[config.mk]
export PLATFORM = sky130hd
export DESIGN_NAME = srht_setup
export DESIGN_NICKNAME = d
export VERILOG_FILES = /design/src/rtl/srht_setup.sv
export SDC_FILE = /design/constraint.sdc
export NUM_CORES = 1
export LEC_CHECK = 0
export ABC_CLOCK_PERIOD_IN_PS = 3800
export BUFFER_PORTS_ARGS = -buffer_cell sky130_fd_sc_hd__buf_4
export CAP_MARGIN = 20
export CORE_UTILIZATION = 53
export DETAILED_ROUTE_END_ITERATION = 16
export PLACE_DENSITY_LB_ADDON = 0.12
export SYNTH_ARGS = -nofsm -noshare
export SYNTH_HDL_FRONTEND = slang
export SYNTH_SLANG_ARGS = --single-unit
[constraint.sdc]
create_clock -name vclk -period 3.8
set_clock_uncertainty 0.15 [all_clocks]
set_input_delay 0.38 -clock vclk [all_inputs]
set_output_delay 0.38 -clock vclk [all_outputs]
set_load 0.01 [all_outputs]
[src/rtl/srht_setup.sv]
`default_nettype none

module srht_setup #(
    parameter int COORD_BITS = 24
) (
    input  logic signed [COORD_BITS-1:0] i_x0,
    input  logic signed [COORD_BITS-1:0] i_y0,
    input  logic signed [COORD_BITS-1:0] i_x1,
    input  logic signed [COORD_BITS-1:0] i_y1,
    input  logic signed [COORD_BITS-1:0] i_xmin,
    input  logic signed [COORD_BITS-1:0] i_xmax,
    input  logic signed [COORD_BITS-1:0] i_ymin,
    input  logic signed [COORD_BITS-1:0] i_ymax,
    output logic signed [COORD_BITS:0]   o_dx,
    output logic signed [COORD_BITS:0]   o_dy,
    output logic signed [COORD_BITS:0]   o_axn,
    output logic signed [COORD_BITS:0]   o_axx,
    output logic signed [COORD_BITS:0]   o_ayn,
    output logic signed [COORD_BITS:0]   o_ayx,
    output logic                         o_inside
);
    localparam int DW = COORD_BITS + 1;

    logic n_in0;
    logic n_in1;

    // Endpoint containment, edges included.
    assign n_in0 = (i_x0 >= i_xmin) && (i_x0 <= i_xmax) &&
                   (i_y0 >= i_ymin) && (i_y0 <= i_ymax);
    assign n_in1 = (i_x1 >= i_xmin) && (i_x1 <= i_xmax) &&
                   (i_y1 >= i_ymin) && (i_y1 <= i_ymax);

    // Segment direction and rectangle bounds relative to the start point.
    assign o_dx     = DW'(i_x1) - DW'(i_x0);
    assign o_dy     = DW'(i_y1) - DW'(i_y0);
    assign o_axn    = DW'(i_xmin) - DW'(i_x0);
    assign o_axx    = DW'(i_xmax) - DW'(i_x0);
    assign o_ayn    = DW'(i_ymin) - DW'(i_y0);
    assign o_ayx    = DW'(i_ymax) - DW'(i_y0);
    assign o_inside = n_in0 | n_in1;

endmodule

`default_nettype wire

[Word-level counts from Yosys, hierarchy flattened]
Index checks and enable logic that the tools add are counted.
Cells by class
  $add $sub $neg: 6
  magnitude comparators: 8
  bitwise gates (word level): 1
  reduce and logical (&&, ||, !) cells: 6
Operators by type and width (count)
  $sub 24x24->25: 6
  $ge 24x24->1: 4
  $le 24x24->1: 4
  $logic_and 1x1->1: 6
  $or 1x1->1: 1
Word-level totals
  register bits after elaboration: 0
  input port bits: 192
  output and inout port bits: 151

[Depth between registers and ports, before layout]
  depth in word-level cells: 5
  mapped depth: 12

[Worst setup path after synthesis]
No wires, ideal clock.
  kind: input -> output
  start: in i_xmin[0]
  end: out o_axn[22]
  data arrival time: 2.834 ns
  data required time: 3.270 ns
  setup slack: 0.436 ns
  stages: 12
  path buffers: 0
  cell sequence: inv_1 -> ha_1 -> fa_1 -> nor2b_1 -> o21a_1 -> o21ai_2 -> a21oi_1 -> o211ai_1 -> a41oi_2 -> a221oi_2 -> and3b_1 -> a2111oi_0
Between the ends
  cells in the longest elaborated chain, start to end: 1
Ends and longest elaborated chain
  from (decl): line 10  | input logic signed [COORD_BITS-1:0] i_xmin,
  $sub 24x24->25: line 36  | assign o_axn = DW'(i_xmin) - DW'(i_x0);
  to (decl): line 16  | output logic signed [COORD_BITS:0] o_axn,
Every way passes these cells.

[Final worst setup path]
  start: in i_x0[0]
  end: out o_axn[22]
Between the ends
  cells in the longest elaborated chain, start to end: 1
Ends and longest elaborated chain
  from (decl): line 6  | input logic signed [COORD_BITS-1:0] i_x0,
  $sub 24x24->25: line 36
Every way passes these cells.

==> results.md <==
- In the final routed layout, each cell accounts on average for 17.3 microns.
- Power spread over the standard cell area amounts to 202 nW/um^2.
- The fraction of the cycle the final worst path needs is 94.8%.
- Once layout is done, the placed cells without fillers occupy 12400 sq um.
- The wire length reported by the detailed router is 33100 microns.
- The floorplan row count is 48.
- The filler cells instantiated in the layout total 1525.
- Registers take 0 sq um.
- The flow ran to the end, and the final reports show no timing, DRC or antenna violations.
- Yosys printed 0 warnings.
- The maximum resistive drop on vdd is 0.000139 V.
- The design has 0 sequential cells.
- The number of standard cells after synthesis is 1339.
- Summed over all nets, the half-perimeter wirelength after detailed placement is 29600 microns.
- The share of synthesized area in the top cell type comes to 31.9%.
- The die covers 18500 sq um.
- In the final timing run, aggregate negative setup slack is 0 ps.
- For this run, the detailed router's first-pass iteration total came to 5.
- In the final layout, the share of cells above drive strength 1 is 21.9%.
- The repair_antennas step left the layout with diodes totalling 0.
- The cell area after placement is 12400 sq um.
- For this run the aggregate overflow at the end of global routing stands at 0.
- Setup violations remaining at the end of the flow were counted as 0.
- The via count normalized by instance count is 5.85.
- The die is 136 microns tall.
- The signed area change from the synthesized netlist to the final layout is 30.5%.
- Among all stages on the critical path, the largest delay is contributed by sky130_fd_sc_hd__a2111oi_0.
- The count of pins over their slew limit came to 0.
- The summed instance area of the synthesized netlist is 9500 sq um.
- The total area inside the core boundary comes to 17400 sq um.
- The signal on the critical path passes through buf_4, ha_1, fa_1, nor2b_1, o21a_1, o21ai_2, a21oi_1, o211ai_1, a41oi_2, a221oi_2, and3b_1, a2111oi_0, buf_4.
- Yosys attributes the largest share of cell area to sky130_fd_sc_hd__ha_1 32%, sky130_fd_sc_hd__xnor2_1 8.7%, sky130_fd_sc_hd__inv_1 7.3%.
- The critical path contains buffers and inverters numbering 2 combined.
- Setup repair after global routing left no endpoint under its margin.
- The net count of the mapped netlist is 1779.
- STA classifies the critical path startpoint as an input port.
- The initial antenna violation count came to 0.
- The worst hold path class is input port to output pin.
- The largest net degree at the start of global routing is 10.
- The mean instance size in the synthesized netlist is 7.10 sq um.
- For this run, the slowest stage of the critical path takes 420 ps.
- For the worst setup path, the data arrival time is 3070 ps.
- For this run, design rule violations remaining after detail routing come to 0.
- The number of global-route vias before repair is 10400.
- In this run the remaining antenna-violating nets after routing total 0.
- The die is 136 microns wide.
- The library cell appearing most often on the critical path is sky130_fd_sc_hd__buf_4.
- The number of top-level pins is 343.
- The number of buffer cells added on primary ports is 343.
- The library cell with the largest summed area after synthesis is sky130_fd_sc_hd__ha_1.
- The kind of cell adding the most delay to the critical path is compound AO/OA/AOI/OAI gates.
- The highest net fanout along the worst path is 3.
- At the pin with the least slew margin, the transition time is 591 ps.
- The sequential share of the synthesized area is 0%.
- The final-stage net count is 2128.
- The normalized max-slew margin is 60.0%.
- The number of hold-slack violations in the final timing report is 0.
- The global-route wire length before repair is 49700 microns.
- The count of unique library cells instantiated by Yosys is 74.
- Max-cap violations in this run came to 0.
- The critical path class is input port to output pin.
- The post-cts hold buffer count is 0.
- The kind of capture point of the worst setup path is an output pin.
- The shortest period the worst path allows is 3600 ps.
- The final weighted congestion in routability-driven placement is 1.02.
- The smallest hold slack is 1010 ps.
- The first-iteration detailed-routing DRC count is 645.
- For the worst setup path, the data required time is 3270 ps.
- For this run, the top clock speed supported by timing is 278 MHz.
- After layout, the clock buffer instance count stands at 0.
- The analysis attributes to cell leakage a power of 6.74 nW.
- Summing over every cut layer, the via total after detailed routing is 11200.
- The aggregate global-route resource usage is 33.8%.
- Buffers added to address setup during post-CTS repair amount to 0.
- The initial utilization of the core area, before any placement, comes to 54.6%.
metrics by stage:
step           power (mW)  instances  setup WS, ps  utilization [%]
6_report             2.51       1911           199             71.2
5_1_grt              2.71       1911          24.9             71.2
4_1_cts              2.48       1911           241             71.2
3_5_place_dp         2.47       1911           249             71.2
3_3_place_gp         2.44       1911           272             71.2
2_1_floorplan        1.43       1339           436                -
metal layers:
metal / track usage [%] / part of all wire [%] / up-vias
met2: 62.3 / 48 / 459
met1: 41.0 / 41 / 5114
met4: 11.5 / 3.7 / 0
met3: 2.13 / 6.6 / 68
li1: - / - / 5539
met5: 0 / 0 / -
cells in the mapped netlist (3+ instances only):
library cell	n
sky130_fd_sc_hd__a2111oi_0	3
sky130_fd_sc_hd__a211o_1	3
sky130_fd_sc_hd__a211oi_1	14
sky130_fd_sc_hd__a21o_1	67
sky130_fd_sc_hd__a21oi_1	127
sky130_fd_sc_hd__a221oi_1	3
sky130_fd_sc_hd__a31oi_1	12
sky130_fd_sc_hd__and2_1	4
sky130_fd_sc_hd__and3_1	10
sky130_fd_sc_hd__and4_1	4
sky130_fd_sc_hd__fa_1	6
sky130_fd_sc_hd__ha_1	242
sky130_fd_sc_hd__inv_1	186
sky130_fd_sc_hd__mux2i_1	3
sky130_fd_sc_hd__nand2_1	66
sky130_fd_sc_hd__nand2b_1	19
sky130_fd_sc_hd__nand3_1	31
sky130_fd_sc_hd__nand3b_1	4
sky130_fd_sc_hd__nand4_1	38
sky130_fd_sc_hd__nor2_1	108
sky130_fd_sc_hd__nor2b_1	38
sky130_fd_sc_hd__nor3_1	19
sky130_fd_sc_hd__nor4_1	3
sky130_fd_sc_hd__o211ai_1	18
sky130_fd_sc_hd__o21a_1	30
sky130_fd_sc_hd__o21ai_0	57
sky130_fd_sc_hd__o21ai_1	15
sky130_fd_sc_hd__o21bai_1	18
sky130_fd_sc_hd__o31a_1	7
sky130_fd_sc_hd__or2_2	3
sky130_fd_sc_hd__or3_1	12
sky130_fd_sc_hd__xnor2_1	94
sky130_fd_sc_hd__xor2_1	21
layout by cell type (no fill, tap or decap), types with 21 or more instances in the layout:
cell,synthesis,layout
sky130_fd_sc_hd__xnor2_1,94,94
sky130_fd_sc_hd__xor2_1,21,21
sky130_fd_sc_hd__nand2_1,66,66
sky130_fd_sc_hd__nor2b_1,38,38
sky130_fd_sc_hd__o21a_1,30,30
sky130_fd_sc_hd__ha_1,242,242
sky130_fd_sc_hd__inv_1,186,186
sky130_fd_sc_hd__nor2_1,108,108
sky130_fd_sc_hd__buf_4,0,350
sky130_fd_sc_hd__o21ai_0,57,57
sky130_fd_sc_hd__a21oi_1,127,126
sky130_fd_sc_hd__nand3_1,31,31
sky130_fd_sc_hd__nand4_1,38,38
sky130_fd_sc_hd__a21o_1,67,67
area by class of cell:
class                      instances  area (sq um)  share of cell area [%]
multi-input combinational       1150          8800                    70.9
timing repair buffer             350          2630                    21.2
inverter                         186           698                    5.63
tap                              225           282                    2.27
power breakdown:
| part | internal, mW | switching [mW] | total, mW |
|---|---|---|---|
| clock | 0 | 0 | 0 |
| combinational | 1.21 | 1.30 | 2.51 |
| sequential | 0 | 0 | 0 |
| total | 1.21 | 1.30 | 2.51 |
cells by family (layout without fill, tap and decap cells):
group | Yosys count | in the layout | share of synthesized area, %
compound gates | 415 | 415 | 29.1
xor+xnor | 115 | 115 | 10.6
fa+ha+maj | 248 | 248 | 33.1
buf+inv | 189 | 536 | 7.48
mux | 3 | 3 | 0.316
simple gates | 369 | 369 | 19.4
repair_timing:
item / CTS / global route
setup endpoints to repair: 0 / 2
gates resized for setup: 0 / 1
endpoints found under the hold margin: 0 / 0
final timing paths:
check | startpoint | end | slack, ps | depth (start not counted)
hold / removal | i_x0[0] | o_dx[0] | 1010 | 4
setup / recovery | i_x0[0] | o_axn[22] | 200 | 13
(Power assumes the default switching activity.)
