$ cat src/rtl/srht_pkg.sv
`default_nettype none

package srht_pkg;

    // Width of the register index on the configuration channel.
    localparam int CFG_IDX_BITS = 8;

    // Configuration register indexes.
    typedef enum logic [CFG_IDX_BITS-1:0] {
        CFG_RECT_X_A = 8'd0,
        CFG_RECT_Y_A = 8'd1,
        CFG_RECT_X_B = 8'd2,
        CFG_RECT_Y_B = 8'd3
    } t_cfg_idx;

    // Per-edge qualification: the segment spans the edge's line and the edge is usable.
    typedef struct packed {
        logic bottom;
        logic right;
        logic top;
        logic left;
    } t_edge_ok;

endpackage

`default_nettype wire

$ cat src/rtl/srht_decide.sv
`default_nettype none

module srht_decide #(
    parameter int COORD_BITS = 24
) (
    input  logic                           i_clk,
    input  logic                           i_en,
    input  logic signed [2*COORD_BITS+1:0] i_pa,
    input  logic signed [2*COORD_BITS+1:0] i_pb,
    input  logic signed [2*COORD_BITS+1:0] i_pc,
    input  logic signed [2*COORD_BITS+1:0] i_pd,
    input  logic                           i_dx_neg,
    input  logic                           i_dy_neg,
    input  srht_pkg::t_edge_ok             i_ok,
    input  logic                           i_inside,
    output logic                           o_hit
);
    import srht_pkg::*;

    localparam int PW = 2 * (COORD_BITS + 1);

    logic r_hit;
    logic n_bottom;
    logic n_top;
    logic n_right;
    logic n_left;

    // Crossing point inside the edge: the segment product lies between the
    // edge-end products, with the order flipped for a negative direction.
    function automatic logic f_between(input logic signed [PW-1:0] lo,
                                       input logic signed [PW-1:0] n,
                                       input logic signed [PW-1:0] hi,
                                       input logic                 neg);
        logic r;
        if (neg) begin
            r = (hi <= n) && (n <= lo);
        end else begin
            r = (lo <= n) && (n <= hi);
        end
        return r;
    endfunction

    assign n_bottom = i_ok.bottom && f_between(i_pa, i_pc, i_pb, i_dy_neg);
    assign n_top    = i_ok.top    && f_between(i_pa, i_pd, i_pb, i_dy_neg);
    assign n_right  = i_ok.right  && f_between(i_pc, i_pb, i_pd, i_dx_neg);
    assign n_left   = i_ok.left   && f_between(i_pc, i_pa, i_pd, i_dx_neg);

    // Result register; it holds while the receiver stalls.
    always_ff @(posedge i_clk) begin
        if (i_en) begin
            r_hit <= i_inside | n_bottom | n_top | n_right | n_left;
        end
    end

    assign o_hit = r_hit;

endmodule

`default_nettype wire

$ cat config.mk
export PLATFORM = sky130hd
export DESIGN_NAME = srht_decide
export DESIGN_NICKNAME = d
export VERILOG_FILES = /design/src/rtl/srht_pkg.sv /design/src/rtl/srht_decide.sv
export SDC_FILE = /design/constraint.sdc
export NUM_CORES = 1
export LEC_CHECK = 0
export BUFFER_PORTS_ARGS = -buffer_cell sky130_fd_sc_hd__buf_2
export CORE_ASPECT_RATIO = 1.4
export CORE_MARGIN = 2
export CORE_UTILIZATION = 51
export DETAILED_ROUTE_END_ITERATION = 16
export PLACE_DENSITY = 0.84
export SLEW_MARGIN = 40
export SYNTH_ARGS = -nofsm -noshare
export SYNTH_HDL_FRONTEND = slang
export SYNTH_SLANG_ARGS = --single-unit
$ cat constraint.sdc
create_clock -name i_clk -period 3.53 [get_ports i_clk]
set_input_delay 0 -clock i_clk [delete_from_list [all_inputs] [get_ports i_clk]]
set_output_delay 0 -clock i_clk [all_outputs]
set_load 0.05 [all_outputs]
# Yosys cells after proc, flatten, opt, wreduce, memory -nomap -nowiden
# Cells that the tools add are included.
[word_totals] input_bits=209 ff_bits=1 output_inout_bits=1
[classes] reduce_logical=12 magnitude_cmp=8 bitwise=4 n_mux=4
[ops] cell="less-or-equal comparator 50 bit" n=8
[ops] cell="logical AND 1 bit" n=12
[ops] cell="two-way mux 1 bit" n=4
[ops] cell="bitwise OR 1 bit" n=4

# Longest topological paths before layout
# Gate-level depths: netlist of run 1.
[depth] depth_word=8 ltp_mapped=12

# Least setup slack after synthesis of run 1
# No wires, ideal clock.
[synth_timing] kind="input -> register" start="in i_pa[45]" end="reg r_hit (netlist: o_hit) (data pin)" cell_stages=12 slack_ns=0.949 setup_time_ns=0.268 arrival_time_ns=2.313 n_path_buf=0 required_ns=3.262 path_cell_list="inv_1 ha_1 nand4_1 or4_1 nor3_2 nand3_1 o211a_1 o211ai_2 mux2i_1 o221ai_2 nor4_1 o211ai_2"
[synth_between] elab_chain_len=8 word_cells_on_any_way=20
[synth_lines] item="start: declaration" line_no="srht_decide.sv:8" text="input logic signed [2*COORD_BITS+1:0] i_pa,"
[synth_lines] item="less-or-equal comparator 50 bit" line_no="srht_decide.sv:36, srht_decide.sv:38"
[synth_lines] item="logical AND 1 bit, on equally long branches" line_no="srht_decide.sv:38, srht_decide.sv:36"
[synth_lines] item="two-way mux 1 bit" line_no="srht_decide.sv:35" text="if (neg) begin"
[synth_lines] item="logical AND 1 bit" line_no="srht_decide.sv:43" text="assign n_bottom = i_ok.bottom && f_between(i_pa, i_pc, i_pb, i_dy_neg);"
[synth_lines] item="bitwise OR 1 bit (3 in series)" line_no="srht_decide.sv:51" text="r_hit <= i_inside | n_bottom | n_top | n_right | n_left;"
[synth_lines] item="bitwise OR 1 bit *" line_no="srht_decide.sv:51"
[synth_lines] item="end signal: assignment" line_no="srht_decide.sv:51"
[synth_lines] item="end: declaration" line_no="srht_decide.sv:22" text="logic r_hit;"
# Every way passes the cells marked *; elsewhere a longest branch is shown, timed or not.
# A chain may end at the register's enable or synchronous reset.

# Worst setup path in the final report of run 1
[layout_timing] start="in i_pa[49]" end="reg r_hit (netlist: o_hit) (data pin)"
# Same word-level chain as after synthesis.

==> results of run 1 <==
power by group through the flow:
stage                 Clock [mW]  Combinational, mW  Sequential [mW]
finish              0.0000000379              0.710           0.0170
global route                   0              0.818           0.0170
CTS                            0              0.709           0.0170
detailed placement             0              0.705           0.0169
global placement               0              0.686           0.0170
floorplan                      0              0.423           0.0254
through the flow:
step	instance area, um^2	util
6_report	6275	0.6408
4_1_cts	6272	0.6406
5_1_grt	6272	0.6406
2_1_floorplan	5057	-
3_3_place_gp	6272	0.6406
3_5_place_dp	6272	0.6406
final cells by class:
type	count	area, um^2	area share
repair buffers	209	1046	0.1667
multi-input cells	539	4438	0.7073
flip-flops and latches	1	30.03	0.004786
inverters	157	589.3	0.09392
well taps	135	168.9	0.02692
diodes	1	2.502	0.0003988
kinds of logic (layout without fill, tap and decap cells):
logic type | count (synthesis) | after routing | synth area share
compound gates | 161 | 161 | 0.1972
xor+xnor | 3 | 3 | 0.005196
fa+ha+maj | 200 | 200 | 0.4948
buf+inv | 157 | 366 | 0.1165
flops | 1 | 1 | 0.005938
mux | 5 | 5 | 0.009896
other cells | 0 | 1 | 0
simple gates | 170 | 170 | 0.1705
cells in the mapped netlist (all sizes together) (2+ instances only):
master  count  area, um^2
nand4      38       237.7
nor3        9       50.05
o32ai       2       17.52
a21boi      2       15.01
inv       157       589.3
nand2b      5       31.28
nor4        7       43.79
xor2        2       17.52
ha        200        2502
and4        5       43.79
nor2b       5       31.28
nand2      48       180.2
o211ai      5       47.54
a21o       21       157.7
a211oi     12       90.09
o21ai      27       135.1
nand3      23       115.1
or4         2       15.01
a21oi      70       350.3
o22ai       3       18.77
mux2i       5       50.05
a221oi      4       35.03
nor2       25       93.84
a31oi       4       25.02
worst paths after layout:
check	cells after the start	slack (ns)	from	to
worst max-delay path	13	0.36	i_pa[49]	o_hit
worst min-delay path	1	0.22	i_en	o_hit
routing by layer:
metal	share of wire	GRT usage
met1	0.38	0.2762
met2	0.53	0.5573
met3	0.053	0.03320
met4	0.040	0.09564
met5	0.0018	0
placed cells by master (no fill, tap or decap), drive strengths merged, types with 7 or more instances in the layout:
master,n
nor3,9
nor4,7
nand4,38
a21oi,70
ha,200
a211oi,12
inv,157
nand2,48
nor2,25
nand3,23
a21o,21
o21ai,27
buf,209
==> qor.yml, run 1 <==
logic_synthesis:
  ys.flop_type: "edfxtp_1"
  syn_nets: 1106
  synth_area_per_cell_um2: 7.256
  synth_sequential_area_ratio: 0.005938
  synthArstFlopShare: 0
  synthesis.instances: 697
  syn-cell-area_um2: 5057
  ys_seq_elements: 1
  synth_edf_count: 1
  yosys_warnings: 0
  ys_types: 43
drt:
  wirelength_um: 15090
  viasPerCell: 5.455
  route.detailed.drc: 0
  first_pass_iters: 4
  drt_iter0_drc: 148
  num_vias: 5684
  wire_per_inst_um: 14.48
  ant_nets: 0
pwr:
  p_seq_frac: 0.023
  p_sw_frac: 0.5306
  p_leak_nw: 3.891
  p_clk_frac: 0
  switchingPower_mw: 0.3859
  intPower_mw: 0.3414
  power_mw: 0.7273
  power.density_nw_per_um2: 115.9
  ir_drop_mv: 0.05660
  power_frac_comb: 0.977
worst_setup_path:
  slowest_stage: "or4_1"
  required_ns: 3.26
  path_delay_family: "simple AND/OR/NAND/NOR gates"
  cp_max_fo: 6
  criticalPathCategory: "in2reg"
  start_kind: "input port"
  crit_chain: "buf_2 -> inv_1 -> ha_1 -> nand4_1 -> or4_1 -> nor3_2 -> nand3_1 -> o211a_1 -> o211ai_2 -> mux2i_1 -> o221ai_2 -> nor4_1 -> o211ai_2"
  cp-end-kind: "flop"
  cpMostUsedCell: "o211ai_2"
  arrival_ns: 2.90
  critPathMaxStageDelay_ns: 0.52
  worstPathBufferInverterCount: 2
final_layout:
  drive_gt1_frac: 0.2362
  instances_no_fill: 1042
  area_delta_synth_final_pct: 24.07
  largest_reg_flops: 1
  n_fill_cell: 936
  nNetsFinal: 1317
timing:
  finalCritPeriodShare: 0.8978
  fin_hold_ws_ns: 0.2206
  setup_ws_ns: 0.3607
  drv_slew: 0
  setup_viol_count_final: 0
  relSlewSlack: 0.5253
  tightestPinTransition_ns: 0.6941
  final_hold_viol_count: 0
  fin_setup_tns_ns: 0
  rsz0062_at_grt: "false"
  max_freq_mhz: 315.5
  period_minus_slack_ns: 3.169
placed_design:
  dpl.cell_count: 1041
  dp_hpwl_um: 14250
  port_buffers: 209
  post-place-ws_ns: 0.3414
  gp_congestion: 0.9106
grt:
  grt_max_degree: 7
  overflow: 0
  grt_usage: 0.2754
  grt_pass1_vias: 5772
  grt_pass1_wl_um: 23970
  antenna_found_initial: 3
hold_path:
  hold_path.class: "in2reg"
floorplanning:
  die-height_um: 121.8
  num_rows: 43
  start_util: 0.5165
  coreArea_um2: 9792
  io_pins: 210
  die_w_um: 88.16
  dieArea_um2: 10740
status:
  status: "completed"
clock_tree:
  post_cts.resized_instances: 0
  post-cts-setup-buffers: 0
  holdBufCountCts: 0
  clkTransAtPathRegs_ns: 0
job:
  maxCapViolCount: 0
(Power assumes the default switching activity.)
==> run 2, diff against run 1 <==
- BUFFER_PORTS_ARGS: -buffer_cell sky130_fd_sc_hd__buf_2 -> -buffer_cell sky130_fd_sc_hd__clkbuf_2
- CORE_MARGIN: 2 -> 3
- clock period: 3.53 -> 3 ns (I/O delays scaled with it)
==> run 2 against run 1 <==
Effect of this change:
- global-route usage down 1.8 points
- die area up 3.9%
- design area up 1.3%
- critical endpoint unchanged
- largest cell class unchanged
- highest routed layer is now met4
==> qor.yml, run 2 (synthesis gave the netlist of run 1 again) <==
hold_path:
  hold_path.class: "in2reg"
  min_to: "o_hit"
  hold_start: "i_en"
  worstHoldPathCells: 1
drt:
  drt_iter0_drc: 176
  viasPerCell: 5.413
  ant_nets: 0
  wirelength_um: 15090
  first_pass_iters: 4
  wire_per_inst_um: 14.44
  route.detailed.drc: 0
  num_vias: 5657
pwr:
  power.density_nw_per_um2: 137.5
  power_mw: 0.8746
  p_sw_frac: 0.5273
  p_seq_frac: 0.023
  p_leak_nw: 3.986
  power_frac_comb: 0.977
  switchingPower_mw: 0.4612
  p_clk_frac: 0
  intPower_mw: 0.4134
  ir_drop_mv: 0.07048
timing:
  finalCritPeriodShare: 0.9461
  rsz0062_at_grt: "false"
  fin_hold_ws_ns: 0.2162
  tightestPinTransition_ns: 0.5151
  setup_ws_ns: 0.1616
  period_minus_slack_ns: 2.838
  max_freq_mhz: 352.3
  drv_slew: 0
  setup_viol_count_final: 0
  relSlewSlack: 0.6534
  final_hold_viol_count: 0
worst_setup_path:
  required_ns: 2.73
  arrival_ns: 2.57
  cp-end-kind: "flop"
  cp_max_fo: 3
  start_kind: "input port"
  criticalPathCategory: "in2reg"
floorplanning:
  io_pins: 210
  num_rows: 42
  start_util: 0.5288
  die-height_um: 123.8
  coreArea_um2: 9564
  dieArea_um2: 11160
  die_w_um: 90.16
grt:
  antenna_found_initial: 0
  grt_pass1_wl_um: 23960
  grt_max_degree: 6
  grt_pass1_vias: 5572
  grt_usage: 0.2569
  overflow: 0
final_layout:
  final_cell_mix: "clkbuf_2 (209), ha_1 (200), inv_1 (157), a21oi_1 (70), nand2_1 (48)"
  postLayoutCellArea_um2: 6359
  nNetsFinal: 1324
  drive_gt1_frac: 0.2497
  largest_reg_flops: 1
  antenna_cells: 0
  final_common_cell: "clkbuf_2"
  area_delta_synth_final_pct: 25.73
status:
  status: "completed"
placed_design:
  dp_hpwl_um: 14340
  post-place-ws_ns: -0.01168
  port_buffers: 209
  place_area_um2: 6321
  gp_congestion: 0.9328
clock_tree:
  clkTransAtPathRegs_ns: 0
  post-cts-setup-buffers: 0
job:
  maxCapViolCount: 0
-- run 2: critical path, cell delays in order --
cell and delay, ns:
clkbuf_2 0.09, inv_1 0.04, ha_1 0.30, nand4_1 0.16, or4_4 0.59, nor3_4 0.16, nand3_1 0.13, o211a_1 0.25
o211ai_2 0.10, mux2i_2 0.29, o32ai_1 0.14, mux2i_1 0.21, o211ai_2 0.11
-- run 2: through the flow --
step,instances,utilization,setup TNS (ns)
global route,1045,0.6648,0
detailed placement,1045,0.6609,-0.01168
CTS,1045,0.6616,0
global placement,1045,0.6609,0
finish,1045,0.6648,0
floorplan,697,-,0
-- run 2: what timing repair did --
action                     CTS  global route
setup endpoints to repair    1             1
resized for setup            1             8
pin swaps                    0             4
hold buffers                 0             0
-- run 2: layout make-up --
class	instances	area (um^2)
Inverter	157	589.3
Fill cell	869	3206
Multi-Input combinational cell	539	4476
Tap cell	132	165.2
Timing Repair Buffer	216	1099
Sequential cell	1	30.03
-- run 2: worst max-delay path by stage --
stage,startpoint,endpoint,slack [ns],cells after the start
4_1_cts,i_pa[41],o_hit,0.03,13
6_report,i_pa[45],o_hit,0.16,13
5_1_grt,i_pd[25],o_hit,0.01,14
2_1_floorplan,i_pa[45],o_hit,0.42,12
3_3_place_gp,i_pa[37],o_hit,0.12,13
3_5_place_dp,i_pa[41],o_hit,-0.01,13
-- run 2: power groups by stage --
stage / Combinational [mW] / Sequential [mW] / Clock [mW]
after detailed placement: 0.838 / 0.0202 / 0
after global routing: 0.981 / 0.0207 / 0
final: 0.855 / 0.0201 / 0
after CTS: 0.844 / 0.0202 / 0
after floorplan: 0.498 / 0.0299 / 0
after global placement: 0.818 / 0.0201 / 0
-- run 2: layer usage --
layer,track usage,vias to the layer above,wire (um)
li1,-,2950,-
met1,0.2677,2500,5749
met2,0.5390,179,8130
met3,0.03142,28,870
met4,0.06130,0,337
met5,0,-,0
