File: config.mk
export PLATFORM = sky130hd
export DESIGN_NAME = srht_cfg_flat
export DESIGN_NICKNAME = d
export VERILOG_FILES = /design/src/rtl/srht_pkg.sv /design/src/rtl/srht_if.sv /design/src/rtl/srht_cfg.sv /design/src/flat_wrapper.sv
export SDC_FILE = /design/constraint.sdc
export NUM_CORES = 1
export LEC_CHECK = 0
export ABC_CLOCK_PERIOD_IN_PS = 3750
export BUFFER_PORTS_ARGS = -buffer_cell sky130_fd_sc_hd__clkbuf_2
export CAP_MARGIN = 20
export CORE_MARGIN = 2
export CORE_UTILIZATION = 60
export CTS_CLUSTER_SIZE = 30
export DETAILED_ROUTE_END_ITERATION = 12
export PLACE_DENSITY = 0.93
export SLEW_MARGIN = 20
export SYNTH_ARGS = -nofsm -noshare
export SYNTH_HDL_FRONTEND = slang
export SYNTH_SLANG_ARGS = --single-unit
File: constraint.sdc
create_clock -name i_clk -period 3.75 [get_ports i_clk]
set_input_delay 0 -clock i_clk [delete_from_list [all_inputs] [get_ports i_clk]]
set_output_delay 0 -clock i_clk [all_outputs]
set_load 0.01 [all_outputs]
File: src/rtl/srht_pkg.sv
`default_nettype none

package srht_pkg;

    // Width of the register index on the configuration channel.
    localparam int CFG_IDX_BITS = 8;

    // Configuration register indexes.
    typedef enum logic [CFG_IDX_BITS-1:0] {
        CFG_RECT_X_A = 8'd0,
        CFG_RECT_Y_A = 8'd1,
        CFG_RECT_X_B = 8'd2,
        CFG_RECT_Y_B = 8'd3
    } t_cfg_idx;

    // Per-edge qualification: the segment spans the edge's line and the edge is usable.
    typedef struct packed {
        logic bottom;
        logic right;
        logic top;
        logic left;
    } t_edge_ok;

endpackage

`default_nettype wire

File: src/rtl/srht_if.sv
`default_nettype none


// Configuration write channel.
interface srht_cfg_if #(
    parameter int COORD_BITS = 24
) ();
    import srht_pkg::*;

    logic                    valid;
    logic                    ready;
    logic [CFG_IDX_BITS-1:0] index;
    logic [COORD_BITS-1:0]   data;

    modport source (output valid, output index, output data, input ready);
    modport sink (input valid, input index, input data, output ready);
endinterface

`default_nettype wire

File: src/rtl/srht_cfg.sv
`default_nettype none

module srht_cfg #(
    parameter int COORD_BITS = 24
) (
    input  logic                         i_clk,
    input  logic                         i_rst_n,
    srht_cfg_if.sink                     i_cfg,
    output logic signed [COORD_BITS-1:0] o_xmin,
    output logic signed [COORD_BITS-1:0] o_xmax,
    output logic signed [COORD_BITS-1:0] o_ymin,
    output logic signed [COORD_BITS-1:0] o_ymax,
    output logic                         o_xdeg,
    output logic                         o_ydeg
);
    import srht_pkg::*;

    logic signed [COORD_BITS-1:0] r_x_a;
    logic signed [COORD_BITS-1:0] r_y_a;
    logic signed [COORD_BITS-1:0] r_x_b;
    logic signed [COORD_BITS-1:0] r_y_b;
    logic signed [COORD_BITS-1:0] r_xmin;
    logic signed [COORD_BITS-1:0] r_xmax;
    logic signed [COORD_BITS-1:0] r_ymin;
    logic signed [COORD_BITS-1:0] r_ymax;
    logic                         r_xdeg;
    logic                         r_ydeg;
    logic                         n_x_lt;
    logic                         n_y_lt;

    // Writes are always taken; unknown indexes are dropped.
    assign i_cfg.ready = 1'b1;

    always_ff @(posedge i_clk) begin
        if (!i_rst_n) begin
            r_x_a <= '0;
            r_y_a <= '0;
            r_x_b <= '0;
            r_y_b <= '0;
        end else if (i_cfg.valid) begin
            case (i_cfg.index)
                CFG_RECT_X_A: r_x_a <= i_cfg.data;
                CFG_RECT_Y_A: r_y_a <= i_cfg.data;
                CFG_RECT_X_B: r_x_b <= i_cfg.data;
                CFG_RECT_Y_B: r_y_b <= i_cfg.data;
                default: ;
            endcase
        end
    end

    // Normalized bounds, registered behind the raw registers.
    assign n_x_lt = (r_x_a < r_x_b);
    assign n_y_lt = (r_y_a < r_y_b);

    always_ff @(posedge i_clk) begin
        if (!i_rst_n) begin
            r_xmin <= '0;
            r_xmax <= '0;
            r_ymin <= '0;
            r_ymax <= '0;
            r_xdeg <= 1'b1;
            r_ydeg <= 1'b1;
        end else begin
            r_xmin <= n_x_lt ? r_x_a : r_x_b;
            r_xmax <= n_x_lt ? r_x_b : r_x_a;
            r_ymin <= n_y_lt ? r_y_a : r_y_b;
            r_ymax <= n_y_lt ? r_y_b : r_y_a;
            r_xdeg <= (r_x_a == r_x_b);
            r_ydeg <= (r_y_a == r_y_b);
        end
    end

    assign o_xmin = r_xmin;
    assign o_xmax = r_xmax;
    assign o_ymin = r_ymin;
    assign o_ymax = r_ymax;
    assign o_xdeg = r_xdeg;
    assign o_ydeg = r_ydeg;

endmodule

`default_nettype wire

File: src/flat_wrapper.sv
// flat-port wrapper written by rule: the top's interface ports become plain ports
module srht_cfg_flat import srht_pkg::*;
#(
    parameter int COORD_BITS = 24
)
  (i_clk, i_rst_n, o_xmin, o_xmax, o_ymin, o_ymax, o_xdeg, o_ydeg, i_cfg_valid, i_cfg_index, i_cfg_data, i_cfg_ready);
  srht_cfg_if #(.COORD_BITS(COORD_BITS)) i_cfg_i ();
  input  logic i_clk;
  input  logic i_rst_n;
  output logic signed [COORD_BITS-1:0] o_xmin;
  output logic signed [COORD_BITS-1:0] o_xmax;
  output logic signed [COORD_BITS-1:0] o_ymin;
  output logic signed [COORD_BITS-1:0] o_ymax;
  output logic o_xdeg;
  output logic o_ydeg;
  input wire logic [$bits(i_cfg_i.valid)-1:0] i_cfg_valid;
  input wire logic [$bits(i_cfg_i.index)-1:0] i_cfg_index;
  input wire logic [$bits(i_cfg_i.data)-1:0] i_cfg_data;
  output wire logic [$bits(i_cfg_i.ready)-1:0] i_cfg_ready;
  assign i_cfg_i.valid = i_cfg_valid;
  assign i_cfg_i.index = i_cfg_index;
  assign i_cfg_i.data = i_cfg_data;
  assign i_cfg_ready = i_cfg_i.ready;
  srht_cfg #(.COORD_BITS(COORD_BITS)) u_core (.i_clk(i_clk), .i_rst_n(i_rst_n), .i_cfg(i_cfg_i), .o_xmin(o_xmin), .o_xmax(o_xmax), .o_ymin(o_ymin), .o_ymax(o_ymax), .o_xdeg(o_xdeg), .o_ydeg(o_ydeg));
endmodule
# ---- Yosys cells after proc, flatten, opt, wreduce, memory -nomap -nowiden
# Index checks and enable logic that the tools add are counted.
dict set report classes {
  order_cmp 2
  mux 4
  reduce_logical 5
  eq_ne 5
}
# cell n
set op_table {}
lappend op_table {{two-way mux 24 bit} 4}
lappend op_table {{equality test 24 bit} 2}
lappend op_table {{less-than comparator 24 bit} 2}
lappend op_table {{equality test 8 x 2 -> 1 bit (second input constant)} 2}
lappend op_table {{equality test 8 x 1 -> 1 bit (second input constant)} 1}
lappend op_table {{zero test 8 bit} 1}
lappend op_table {{AND reduction 2 bit} 4}
dict set report totals {
  register_bits 194
  output_inout_bits 99
  wordCells 26
}

# ---- Depth between registers and ports, before layout
dict set report logic_depth {
  ltp_word 2
  depth_mapped 10
  mapped_depth_nobuf 8
}

# ---- Least setup slack after synthesis
# No wires, ideal clock.
dict set report synth_timing {
  path_type {flip-flop to flip-flop}
  startpoint {reg u_core.r_x_b[17]}
  endpoint {reg u_core.r_xmax[5], in the netlist u_core.o_xmax[5]}
  stages_incl_launch_ff 11
  arrival_ns 2.324
  synth_period_minus_slack_ns 2.444
  setup_slack_ns 1.306
  setup_ns 0.120
  required_ns 3.630
  cell_sequence {dfxtp_1 inv_1 ha_1 a21o_1 a221o_1 a221o_1 buf_6 buf_6 mux2_2 o21ai_1 o31a_1}
}
dict set report synth_via {
  elab_chain_cells 2
}
# element line
set synth_lines {}
lappend synth_lines {{start, declared} srht_cfg.sv:20} ;# logic signed [COORD_BITS-1:0] r_x_b;
lappend synth_lines {{start signal, assigned} srht_cfg.sv:44} ;# CFG_RECT_X_B: r_x_b <= i_cfg.data;
lappend synth_lines {{less-than comparator 24 bit} srht_cfg.sv:52} ;# assign n_x_lt = (r_x_a < r_x_b);
lappend synth_lines {{two-way mux 24 bit} srht_cfg.sv:65} ;# r_xmax <= n_x_lt ? r_x_b : r_x_a;
lappend synth_lines {{end signal, assigned} srht_cfg.sv:65}
lappend synth_lines {{end, declared} srht_cfg.sv:23} ;# logic signed [COORD_BITS-1:0] r_xmax;
# Every way passes these cells.
# A chain may end at the register's enable or synchronous reset.

# ---- Worst setup path after layout
dict set report layout_timing {
  startpoint {reg u_core.r_x_b[17]}
  endpoint {reg u_core.r_xmin[16], in the netlist u_core.o_xmin[16]}
}
dict set report layout_via {
  elab_chain_cells 2
}
# element line
set layout_lines {}
lappend layout_lines {{less-than comparator 24 bit} srht_cfg.sv:52}
lappend layout_lines {{two-way mux 24 bit} srht_cfg.sv:64} ;# r_xmin <= n_x_lt ? r_x_a : r_x_b;
lappend layout_lines {{end signal, assigned} srht_cfg.sv:64}
lappend layout_lines {{end, declared} srht_cfg.sv:22} ;# logic signed [COORD_BITS-1:0] r_xmin;
# Every way passes these cells.

==> results.json <==
{
  "synth_nets": 1278,
  "worstHoldStart": "i_cfg_index[1]",
  "p_total_mw": 4.158,
  "ys_ff_latch": 194,
  "clk_path_buf_depth": 2,
  "grt_pass1_wl_mm": 43.33,
  "synth-compound-area-share_pct": 16.87,
  "final_cell_mix": "300 x nand2_1, 194 x dfxtp_1, 160 x a21oi_1",
  "min_path_type": "input pin to register",
  "hold_viol": 0,
  "nNetsFinal": 1375,
  "r2r_end": "u_core.o_xmin[16]",
  "period_minus_slack_ns": 3.277,
  "worstRegToRegCells": 8,
  "synth_area_sq_um": 9784,
  "worstPathArrival_ns": 3.60,
  "dieArea_sq_um": 17340,
  "grt_max_degree": 101,
  "drt_iter0_drc": 923,
  "grt_pass1_vias": 9080,
  "outcome": "finished clean",
  "synth_top_family_by_area": "simple AND/OR/NAND/NOR gates",
  "path_clk_slew_ns": 0.07,
  "synth_area_leaders": "dfxtp_1 40%, nand2_1 12%, a21oi_1 8.2%",
  "critPathMaxStageDelay_ns": 0.67,
  "grt_setup_unrepaired": "no",
  "met1_usage_pct": 35.65,
  "synth.distinct_cells": 47,
  "grt_use_met2_pct": 52.30,
  "synthXorXnorAreaFrac_pct": 0,
  "drive_gt1_share_pct": 18.01,
  "p_leak_nw": 4.361,
  "start_util_pct": 61.59,
  "synth_ff_type": "dfxtp_1",
  "grt.busiest_layer": "met2",
  "rows": 46,
  "synthToLayoutAreaGrowth_pct": 15.84,
  "antenna_found_initial": 0,
  "peakVddDrop_v": 0.0003367,
  "avgViaCountPerCell": 6.149,
  "final_common_cell": "nand2_1",
  "portBuffers": 132,
  "holdPathEnd": "u_core.r_x_a[19]",
  "syn_inst": 1195,
  "worst_ep_required_time_ns": 4.07,
  "gp_congestion": 0.8721,
  "synthMuxAreaShare_pct": 10.00,
  "p_per_area_nw_per_um2": 366.8,
  "cts_made_buffers": 17,
  "clkLatencyLatePin_ns": 0.44,
  "drc": 0,
  "cp-end-kind": "register",
  "syn_area_per_cell_sq_um": 8.188,
  "cts_setup_buffers": 0,
  "cts-root-buf": "clkbuf_16",
  "worstReg2RegStart": "u_core.r_x_b[17]",
  "nFillCells": 1164,
  "cp_num_buf_inv": 2,
  "cts.sinks": 194,
  "grt_util_all_layers_pct": 30.22,
  "tritoncts": "built",
  "dr.pass1.iters": 6,
  "synthAdderAreaFrac_pct": 6.138,
  "crit_path_top_delay_cell": "inv_2",
  "hold_depth": 5,
  "fmax_mhz": 305.2,
  "r2r_slack_ns": 0.47,
  "vias": 9353,
  "dieWidth_microns": 131.7,
  "wl_per_cell_microns": 17.44,
  "synth.yosys.seq_area_share_pct": 39.69,
  "synth_edf_count": 0,
  "cp_top_family": "compound AO/OA/AOI/OAI gates",
  "ant_nets": 0,
  "gr-usage-met3_pct": 4.475,
  "cp_cell_sequence": "inv_1, ha_1, a21o_1, a221o_1, a221o_4, inv_2, o21ai_0, o31a_1",
  "hpwl_mm": 16.51,
  "coreArea_sq_um": 15890,
  "synthSimpleGateAreaFrac_pct": 21.01,
  "grt_overflow": 0,
  "drv_cap": 0,
  "report.final.slew_viol_count": 0,
  "path_class": "register to register",
  "tns_ns": 0,
  "synth_area_leader_cell": "dfxtp_1",
  "ios": 134,
  "drt-total-wl_mm": 26.52,
  "yosysTopAreaCellShare_pct": 39.69,
  "worstPathMaxFanout": 48,
  "die_h_microns": 131.7,
  "n_antenna_cell": 0,
  "setup_viol": 0,
  "crit_path_start_kind": "register",
  "finalCritPeriodShare_pct": 87.39,
  "tightest_slew_ns": 1.083,
  "finClkSkew_ns": 0.008949,
  "synth_warnings": 0,
  "relSlewSlack_pct": 27.72,
  "cts_max_level": 4,
  "synthArstFlopShare_pct": 0
}
-- worst register-to-register path, delay by kind of cell, from the launching register on --
kind | cells | cell delay, ns
adders and majority gates | 1 | 0.31
AOI/OAI and AO/OA | 5 | 1.73
DFF | 1 | 0.38
buffers and inverters | 2 | 0.73
-- repair_timing --
item,in CTS,in global routing
hold endpoints to repair,96,0
hold buffers,24,0
gates resized for setup,0,0
-- metrics by stage --
step                      instance area [sq um]  setup WS (ns)  utilization [%]  cells  hold WS, ns
final                                     11330         0.4731            71.35   1521       0.1806
after global routing                      11330         0.3427            71.35   1521       0.1990
after CTS                                 11320         0.5576            71.28   1520       0.1708
after detailed placement                  10470         0.6249            65.89   1464       0.2849
after global placement                    10470         0.7643            65.89   1464       0.2706
after floorplan                            9784          1.306                -   1195       0.1360
-- power by group --
group / switching, mW / leakage [nW] / internal [mW]
registers: 0.00180 / 1.56 / 2.06
logic: 0.116 / 2.49 / 0.0604
clock network: 0.843 / 0.305 / 1.08
-- metal layers --
metal / wire length (microns) / up-vias / part of all wire (%)
met5: 0 / - / 0
met1: 10340 / 4422 / 39
met2: 13220 / 486 / 50
li1: - / 4324 / -
met3: 1643 / 121 / 6.2
met4: 1312 / 0 / 4.9
-- worst max path at each step --
stage                     startpoint                end  slack [ns]  cells after the start
detailed placement  u_core.r_x_b[17]  u_core.o_xmin[10]        0.62                      8
CTS                 u_core.r_x_b[17]  u_core.o_xmin[16]        0.56                      8
floorplan           u_core.r_x_b[17]   u_core.o_xmax[5]        1.31                     10
global route        u_core.r_x_b[17]  u_core.o_xmin[13]        0.34                      8
global placement    u_core.r_x_b[17]  u_core.o_xmin[10]        0.76                      8
finish              u_core.r_x_b[17]  u_core.o_xmin[16]        0.47                      8
-- flip-flops by register name, indices dropped and copies added (netlist names) --
signal,flops
u_core.r_y_a,24
u_core.r_x_b,24
u_core.o_xdeg,1
u_core.o_ydeg,1
u_core.o_xmax,24
u_core.r_x_a,24
u_core.r_y_b,24
u_core.o_ymax,24
u_core.o_ymin,24
u_core.o_xmin,24
-- cell usage after synthesis (2+ instances only) --
cell	instances
nand2_1	300
dfxtp_1	194
a21oi_1	160
clkbuf_1	57
inv_1	49
ha_1	48
o31a_1	47
mux2i_1	46
nand2b_1	46
o21ai_0	40
mux2_2	37
nor4_1	37
buf_2	26
nand3_1	12
o21ai_1	10
mux2_1	9
nor4_2	9
and4_1	7
nand4_1	7
nor2_1	7
buf_6	5
a21o_1	4
o211ai_1	4
o31ai_1	3
a211o_1	2
a221o_1	2
a221oi_1	2
buf_1	2
inv_2	2
nor2b_1	2
o2111ai_1	2
or2_2	2
-- layout make-up --
| class | instances | area, sq um | share of cell area [%] |
|---|---|---|---|
| multi-input cells | 858 | 5325 | 46.98 |
| repair buffers | 170 | 1047 | 9.239 |
| clock inverters | 10 | 132.6 | 1.170 |
| clock buffers | 22 | 484.2 | 4.272 |
| well taps | 216 | 270.3 | 2.384 |
| inverters | 51 | 191.4 | 1.689 |
| flip-flops and latches | 194 | 3884 | 34.26 |
-- cells by family (layout without fill, tap and decap cells) --
kind of cell             Yosys count  in the layout
AO/OA/AOI/OAI                    280            280
buffers and inverters            143            253
flip-flops                       194            194
other                              1              1
AND/OR/NAND/NOR                  437            437
adder cells (fa/ha/maj)           48             48
multiplexers                      92             92
Note: power is estimated with default switching activity, not from simulation.
